**config.mk**
```make
export PLATFORM = sky130hd
export DESIGN_NAME = acc_ctrl
export DESIGN_NICKNAME = d
export VERILOG_FILES = /design/src/design/acc_pkg.sv /design/src/design/acc_ctrl.sv
export VERILOG_INCLUDE_DIRS = /design/src /design/src/design
export SDC_FILE = /design/constraint.sdc
export NUM_CORES = 1
export LEC_CHECK = 0
export ABC_CLOCK_PERIOD_IN_PS = 1620
export BUFFER_PORTS_ARGS = -buffer_cell sky130_fd_sc_hd__buf_2
export CAP_MARGIN = 5
export CORE_MARGIN = 5
export CORE_UTILIZATION = 43
export CTS_CLUSTER_DIAMETER = 30
export DETAILED_ROUTE_END_ITERATION = 10
export PLACE_DENSITY = 0.72
export SYNTH_ARGS = -nofsm -noshare
export SYNTH_HDL_FRONTEND = slang
export SYNTH_SLANG_ARGS = --single-unit
```
**constraint.sdc**
```tcl
create_clock -name i_clk -period 1.62 [get_ports i_clk]
set_clock_uncertainty 0.2 [all_clocks]
set_input_delay 0.162 -clock i_clk [delete_from_list [all_inputs] [get_ports i_clk]]
set_output_delay 0.162 -clock i_clk [all_outputs]
set_load 0.005 [all_outputs]
```
**src/design/alignment_column_consensus_macros.svh**
```systemverilog
// Assertion macros shared by the alignment column consensus design.
// Depends on nothing; included by the controller and the datapath.
`ifndef ALIGNMENT_COLUMN_CONSENSUS_MACROS_SVH
`define ALIGNMENT_COLUMN_CONSENSUS_MACROS_SVH

`ifndef SYNTH
// Same-cycle implication, switched off while reset is asserted.
`define ACC_ASSERT_IMP(label, clk, rst_n, ante, cons) \
    label: assert property (@(posedge clk) disable iff (!rst_n) (ante) |-> (cons)) \
        else $error("acc: implication check failed");
// Next-cycle implication, switched off while reset is asserted.
`define ACC_ASSERT_NEXT(label, clk, rst_n, ante, cons) \
    label: assert property (@(posedge clk) disable iff (!rst_n) (ante) |=> (cons)) \
        else $error("acc: next-cycle check failed");
`else
`define ACC_ASSERT_IMP(label, clk, rst_n, ante, cons)
`define ACC_ASSERT_NEXT(label, clk, rst_n, ante, cons)
`endif

`endif

```
**src/design/acc_pkg.sv**
```systemverilog
// Shared constants, types and helpers of the alignment column consensus block.
// Depends on nothing; imported by every module of the design except acc_ram.
package acc_pkg;

    // Sizing of the column store and of the per-column counters.
    localparam int MAX_COLUMNS   = 4096;
    localparam int MAX_SEQUENCES = 1024;
    localparam int COL_AW        = $clog2(MAX_COLUMNS);
    localparam int COL_CW        = COL_AW + 1;
    localparam int SEQ_CW        = $clog2(MAX_SEQUENCES) + 1;
    localparam int NUM_COUNTS    = 5;
    localparam int CODE_W        = 3;

    // Residue class codes; the first five index the counters.
    typedef logic [CODE_W-1:0] t_code;
    localparam t_code CODE_A     = 3'd0;
    localparam t_code CODE_C     = 3'd1;
    localparam t_code CODE_G     = 3'd2;
    localparam t_code CODE_T     = 3'd3;
    localparam t_code CODE_GAP   = 3'd4;
    localparam t_code CODE_OTHER = 3'd5;

    // Input item kinds and result kinds.
    localparam logic KIND_RESIDUE  = 1'b0;
    localparam logic KIND_FETCH    = 1'b1;
    localparam logic RKIND_SUMMARY = 1'b0;
    localparam logic RKIND_LETTER  = 1'b1;

    // Commands from the controller to the datapath.
    typedef struct packed {
        logic acc_residue;
        logic end_col;
        logic summary;
        logic emit_sum;
        logic emit_empty;
        logic rd_req;
        logic scan_skip;
        logic emit_letter;
    } t_dp_cmd;

    // Status from the datapath to the controller.
    typedef struct packed {
        logic fetch_ok;
        logic out_free;
        logic rd_gap;
    } t_dp_sts;

    // Case-insensitive classification of one ASCII residue.
    function automatic t_code classify(input logic [7:0] ch);
        logic [7:0] up;
        t_code      code;
        up = ((ch >= 8'h61) && (ch <= 8'h7A)) ? (ch - 8'd32) : ch;
        case (up)
            8'h41: code = CODE_A;
            8'h43: code = CODE_C;
            8'h47: code = CODE_G;
            8'h54: code = CODE_T;
            8'h2D: code = CODE_GAP;
            default: code = CODE_OTHER;
        endcase
        return code;
    endfunction

endpackage

```
**src/design/acc_ctrl.sv**
```systemverilog
// Controller state machine of the alignment column consensus block.
// Depends on acc_pkg and on alignment_column_consensus_macros.svh.
`include "alignment_column_consensus_macros.svh"

module acc_ctrl (
    input  logic            i_clk,
    input  logic            i_rst_n,
    input  logic            i_in_valid,
    input  logic            i_kind,
    input  logic            i_last_in_column,
    input  logic            i_last_column,
    input  acc_pkg::t_dp_sts i_sts,
    output acc_pkg::t_dp_cmd o_cmd,
    output logic            o_in_stall
);
    import acc_pkg::*;

    typedef enum logic [6:0] {
        S_IDLE       = 7'b0000001,
        S_ENDCOL     = 7'b0000010,
        S_SUMMARY    = 7'b0000100,
        S_EMIT_SUM   = 7'b0001000,
        S_EMIT_EMPTY = 7'b0010000,
        S_RD         = 7'b0100000,
        S_CHK        = 7'b1000000
    } t_state;

    t_state  r_state, n_state;
    logic    r_eoa, n_eoa;
    t_dp_cmd cmd;

    // Next state and command decode.
    always_comb begin
        cmd     = '0;
        n_state = r_state;
        n_eoa   = r_eoa;
        case (r_state)
            S_IDLE: begin
                if (i_in_valid) begin
                    if (i_kind == KIND_FETCH) begin
                        n_state = i_sts.fetch_ok ? S_RD : S_EMIT_EMPTY;
                    end else begin
                        cmd.acc_residue = 1'b1;
                        if (i_last_in_column) begin
                            n_eoa   = i_last_column;
                            n_state = S_ENDCOL;
                        end
                    end
                end
            end
            S_ENDCOL: begin
                cmd.end_col = 1'b1;
                n_state     = r_eoa ? S_SUMMARY : S_IDLE;
            end
            S_SUMMARY: begin
                cmd.summary = 1'b1;
                n_state     = S_EMIT_SUM;
            end
            S_EMIT_SUM: begin
                if (i_sts.out_free) begin
                    cmd.emit_sum = 1'b1;
                    n_state      = S_IDLE;
                end
            end
            S_EMIT_EMPTY: begin
                if (i_sts.out_free) begin
                    cmd.emit_empty = 1'b1;
                    n_state        = S_IDLE;
                end
            end
            S_RD: begin
                cmd.rd_req = 1'b1;
                n_state    = S_CHK;
            end
            S_CHK: begin
                // Gap columns are skipped; a letter waits for the output register.
                if (i_sts.rd_gap) begin
                    cmd.scan_skip = 1'b1;
                    n_state       = S_RD;
                end else if (i_sts.out_free) begin
                    cmd.emit_letter = 1'b1;
                    n_state         = S_IDLE;
                end
            end
            default: begin
                n_state = S_IDLE;
            end
        endcase
    end

    // State registers.
    always_ff @(posedge i_clk) begin
        if (!i_rst_n) begin
            r_state <= S_IDLE;
            r_eoa   <= 1'b0;
        end else begin
            r_state <= n_state;
            r_eoa   <= n_eoa;
        end
    end

    assign o_cmd      = cmd;
    assign o_in_stall = (r_state != S_IDLE);

    // A summary that finds the output register occupied waits for it.
    `ACC_ASSERT_NEXT(a_sum_waits, i_clk, i_rst_n, (r_state == S_EMIT_SUM) && !i_sts.out_free, r_state == S_EMIT_SUM)

endmodule

```
# Yosys cells after proc, flatten, opt, wreduce, memory -nomap -nowiden
# Cells that the tools add are included.
# W data, S select, Z words.
# word_totals
inputBits	9
register_bits	8
wordCells	36
out_inout_bits	9
# classes
reduce_logical	3
n_eq_ne	10
mux	20
bitwise_logic	1
# op_table
op	n
$pmux W7 S6	1
$mux W7	5
$mux W1	11
$eq A7 B1 Y1 const B	1
$eq A7 B2 Y1 const B	1
$eq A7 B3 Y1 const B	1
$eq A7 B4 Y1 const B	1
$eq A7 B5 Y1 const B	1
$eq A7 B6 Y1 const B	1
$eq A7 B7 Y1 const B	1
$ne A7 B1 Y1 const B	1
$mux W6	1
$reduce_and A4 Y1	1
$mux W3	1
$ne A3 B3 Y1 const B	1
$mux W2	1
$ne A2 B2 Y1 const B	1
$reduce_and A2 Y1	1
$reduce_or A2 Y1	1
$not A1 Y1	1

# Longest topological paths before layout
# logic_depth
ltp_word	4
depth_mapped	5
ltp_nobuf	4

# Least setup slack after synthesis
# OpenSTA, ideal clock, no wires.
# synth_timing
path_type	flip-flop to flip-flop
startpoint	register r_state[4]
endpoint	register r_state[6]
arrival_time_ns	1.297
t_required_ns	1.362
n_path_buf	0
setup_slack_ns	0.065
path_stages_with_launch	4
setup_time_ns	0.058
synth_period_minus_slack_ns	1.555
path_cell_list	dfxtp_1 -> or4_4 -> nor4b_4 -> o21a_1
# synth_between
elab_chain_len	3
elab_cells_between_ends	12
cone_classes	9 x eq/ne; 1 x mux; 2 x reduce/logical
# synth_rtl
element	line	text
start, declared	acc_ctrl.sv:28	t_state r_state, n_state;
start signal, assigned	acc_ctrl.sv:97	r_state <= n_state;
$eq A7 B5 Y1, or another cell as far along	acc_ctrl.sv:37	case (r_state)
$reduce_or A2 Y1 (no source line), or another cell as far along	--	
$pmux W7 S6 or $reduce_and A2 Y1 (tied branches)	--	
# Parallel ways exist; a longest one is shown, timed or not.
# A chain may end at the register's enable or synchronous reset.

==> key figures <==
Layout
  • Nets@finish: 114
  • Area of the multi-input gates: roughly 450 sq um
  • Flip-flop and latch area: approximately 170 sq um
  • Layout cells sized above 1: between 50 and 60%
  • Post-layout util: slightly above 70%
  • Antenna cells: 0
  • P&R area growth vs syn: 58.8%
  • Filler instances: about 100

Min path
  • Worst min path class: input port to flip-flop
  • Hold path start: i_kind

Run status
  • Failing checks: negative hold slack, negative setup slack
  • Outcome: complete, but fails checks

STA
  • Fin crit share: 115%
  • Fin Hold WS: -0.00216 ns
  • Final setup viols: 9
  • Slew HR: ~78%
  • RSZ-0062 raised after global routing: yes
  • Final hold vios: 1
  • Final worst path period need: between 1.5 and 2 ns
  • Worst Slack Setup Final: -0.246 ns
  • Slew Limit Fails: 0
  • Fmax: 0.536 GHz
  • Final setup TNS: -1.15 ns
  • Slew @ Worst Pin: ~0.33 ns

Logic synthesis
  • Post-synth EDFFs: 0
  • #FFs+latches synth: 8
  • Area contributors post-synth: dfxtp_1 (28%), and3_1 (4.3%), nor4b_4 (4.1%), nand3b_1 (3.9%), nor2_1 (3.9%)
  • Cell variety after synth: 35
  • Cell with the most instances after synthesis: dfxtp_1
  • Top FF cell, synth: dfxtp_1
  • Avg Synthesized Cell Area: 8.80 sq um
  • Share of the synthesized area in the top cell type: between 20 and 30%
  • Post-synth top cells: dfxtp_1 (8), nor2_1 (6), and3_1 (4)
  • YS warnings: 0
  • Async SR Flop Fraction: 0%
  • Post-Synthesis Cells: 66
  • Sequential share of the synthesized area: 27.6%
  • Post-synthesis cell area: 581 sq um
  • Cell taking the most area after synthesis: dfxtp_1
  • Syn Nets: 75

Critical path
  • WP data required: around 1.3 ns
  • Worst Path Max Fanout: 4
  • CP endpoint kind: primary output
  • Setup crit start kind: flip-flop
  • CP arrival: approximately 1.5 ns
  • Critical path class: flip-flop to primary output
  • Worst setup startpoint: r_state[3]
  • FF-to-FF setup slack: -0.04 ns
  • Worst R2R Start: r_state[2]

Global routing
  • Grt met3 use: between 5 and 6%
  • GRT busiest layer: met2
  • GRT overflow: 0
  • Total track usage: between 10% and 20%
  • Met1 GRT Util: between 20% and 30%
  • Met2 usage: 25.0%
  • Vias in the first global route: slightly above 600
  • First-pass GRT wire length: between 2000 and 3000 um
  • Initial antenna violation count: 0
  • Largest net degree at the start of global routing: 12

Placed design
  • HPWL Detailed: around 1200 um
  • Placer Congestion: 0.854
  • PortBufs: 17
  • Setup Slack @ Placement: -0.00572 ns

Clocking
  • H-Tree Depth: 1
  • Clock root cell: clkbuf_4
  • Clk_lat worst skew: 0.25 ns
  • Total CTS buffers: 3
  • Clk pin slew, worst setup/hold paths: 0.06 ns
  • Clock Tree Buf Depth: 2
  • CTS tree: done
  • CTS sink count: 8

Route
  • Via density: roughly 5.7
  • WL final: ~1700 um
  • Routed Antenna Nets: 0
  • Routed via count: about 670
  • Avg WL per Cell: 14.7 um
  • DRC Markers: 0
  • DRT iter0 DRCs: 19
  • Length of the first detailed-routing pass in iterations: 4

Die
  • Die Y: about 47 um
  • Die width: 46.7 um
  • Initial Util: 45.2%
  • # IOs: 18
  • Num rows: 13
  • Core area: around 1300 sq um
  • Die area: 2190 sq um

Pwr
  • Peak VDD IR: 0.566 mV
  • Leak: between 0.0004 and 0.0005 uW
  • P per Cell Area: approximately 740 nW/um^2
  • Total power: ~680 uW

Job
  • Maxcap violations: 0
## sequential cells by signal, indices dropped and copies added (netlist names)
signal and count:
r_eoa 1, r_state 7
## timing repair
| action | 4_1_cts | 5_1_grt |
|---|---|---|
| setup endpoints to repair | 9 | 13 |
| cloned | 0 | 0 |
| resized for setup | 10 | 13 |
| hold buffers | 4 | 0 |
| buffers inserted | 4 | 3 |
| endpoints found under the hold margin | 6 | 0 |
| pin swaps | 5 | 12 |
## placed cells by master (no fill, tap or decap), types with 3 or more instances in the layout
cell type / instances
dfxtp_2: 3
nor2_1: 4
buf_4: 11
buf_2: 16
clkbuf_4: 3
dlygate4sd3_1: 4
and3_1: 3
dfxtp_1: 4
buf_6: 5
nand3b_1: 3
## worst max-delay path, cell delays in order (launching register included)
cell     delay, ns
dfxtp_1       0.36
or4_4         0.51
nor4b_4       0.23
buf_2         0.15
## through the flow
step	cells	hold slack, ns	cell area (sq um)
4_1_cts	115	0.00374	851
5_1_grt	118	0.00310	922
3_5_place_dp	104	0.201	719
2_1_floorplan	66	0.0412	581
3_3_place_gp	104	0.194	719
6_report	118	-0.00216	922
## metal layers
layer | up-vias | share of wire (%)
met2 | 29 | 48
met1 | 318 | 43
met5 | - | 0
met3 | 2 | 7.8
met4 | 0 | 0.63
li1 | 322 | -
## power by group
group	switching (uW)	leakage (uW)	internal [uW]	total (uW)
logic	136	0.000322	158	294
clock network	71.3	0.0000138	85.0	156
registers	21.3	0.0000672	211	232
## area by class of cell
cell class | count | area share, %
clock buffer | 3 | 2.44
inverter | 1 | 0.407
multi-input combinational | 55 | 48.8
sequential | 8 | 18.2
tap | 15 | 2.04
timing repair buffer | 36 | 28.1
## final timing paths
path / end / depth (start not counted)
setup reg to reg: r_state[4] / 8
hold reg to reg: r_state[2] / 1
setup / recovery: o_cmd[2] / 3
hold / removal: r_state[5] / 3
## cell families (layout without fill, tap and decap cells)
| kind of cell | Yosys count | in the layout | share of synthesized area [%] |
|---|---|---|---|
| simple gates | 44 | 44 | 53.2 |
| compound gates | 9 | 9 | 11.0 |
| flops | 8 | 8 | 27.6 |
| buf+inv | 3 | 40 | 4.96 |
| xor+xnor | 1 | 1 | 1.51 |
| mux | 1 | 1 | 1.72 |
No activity file was read; power rests on OpenSTA's default activity.
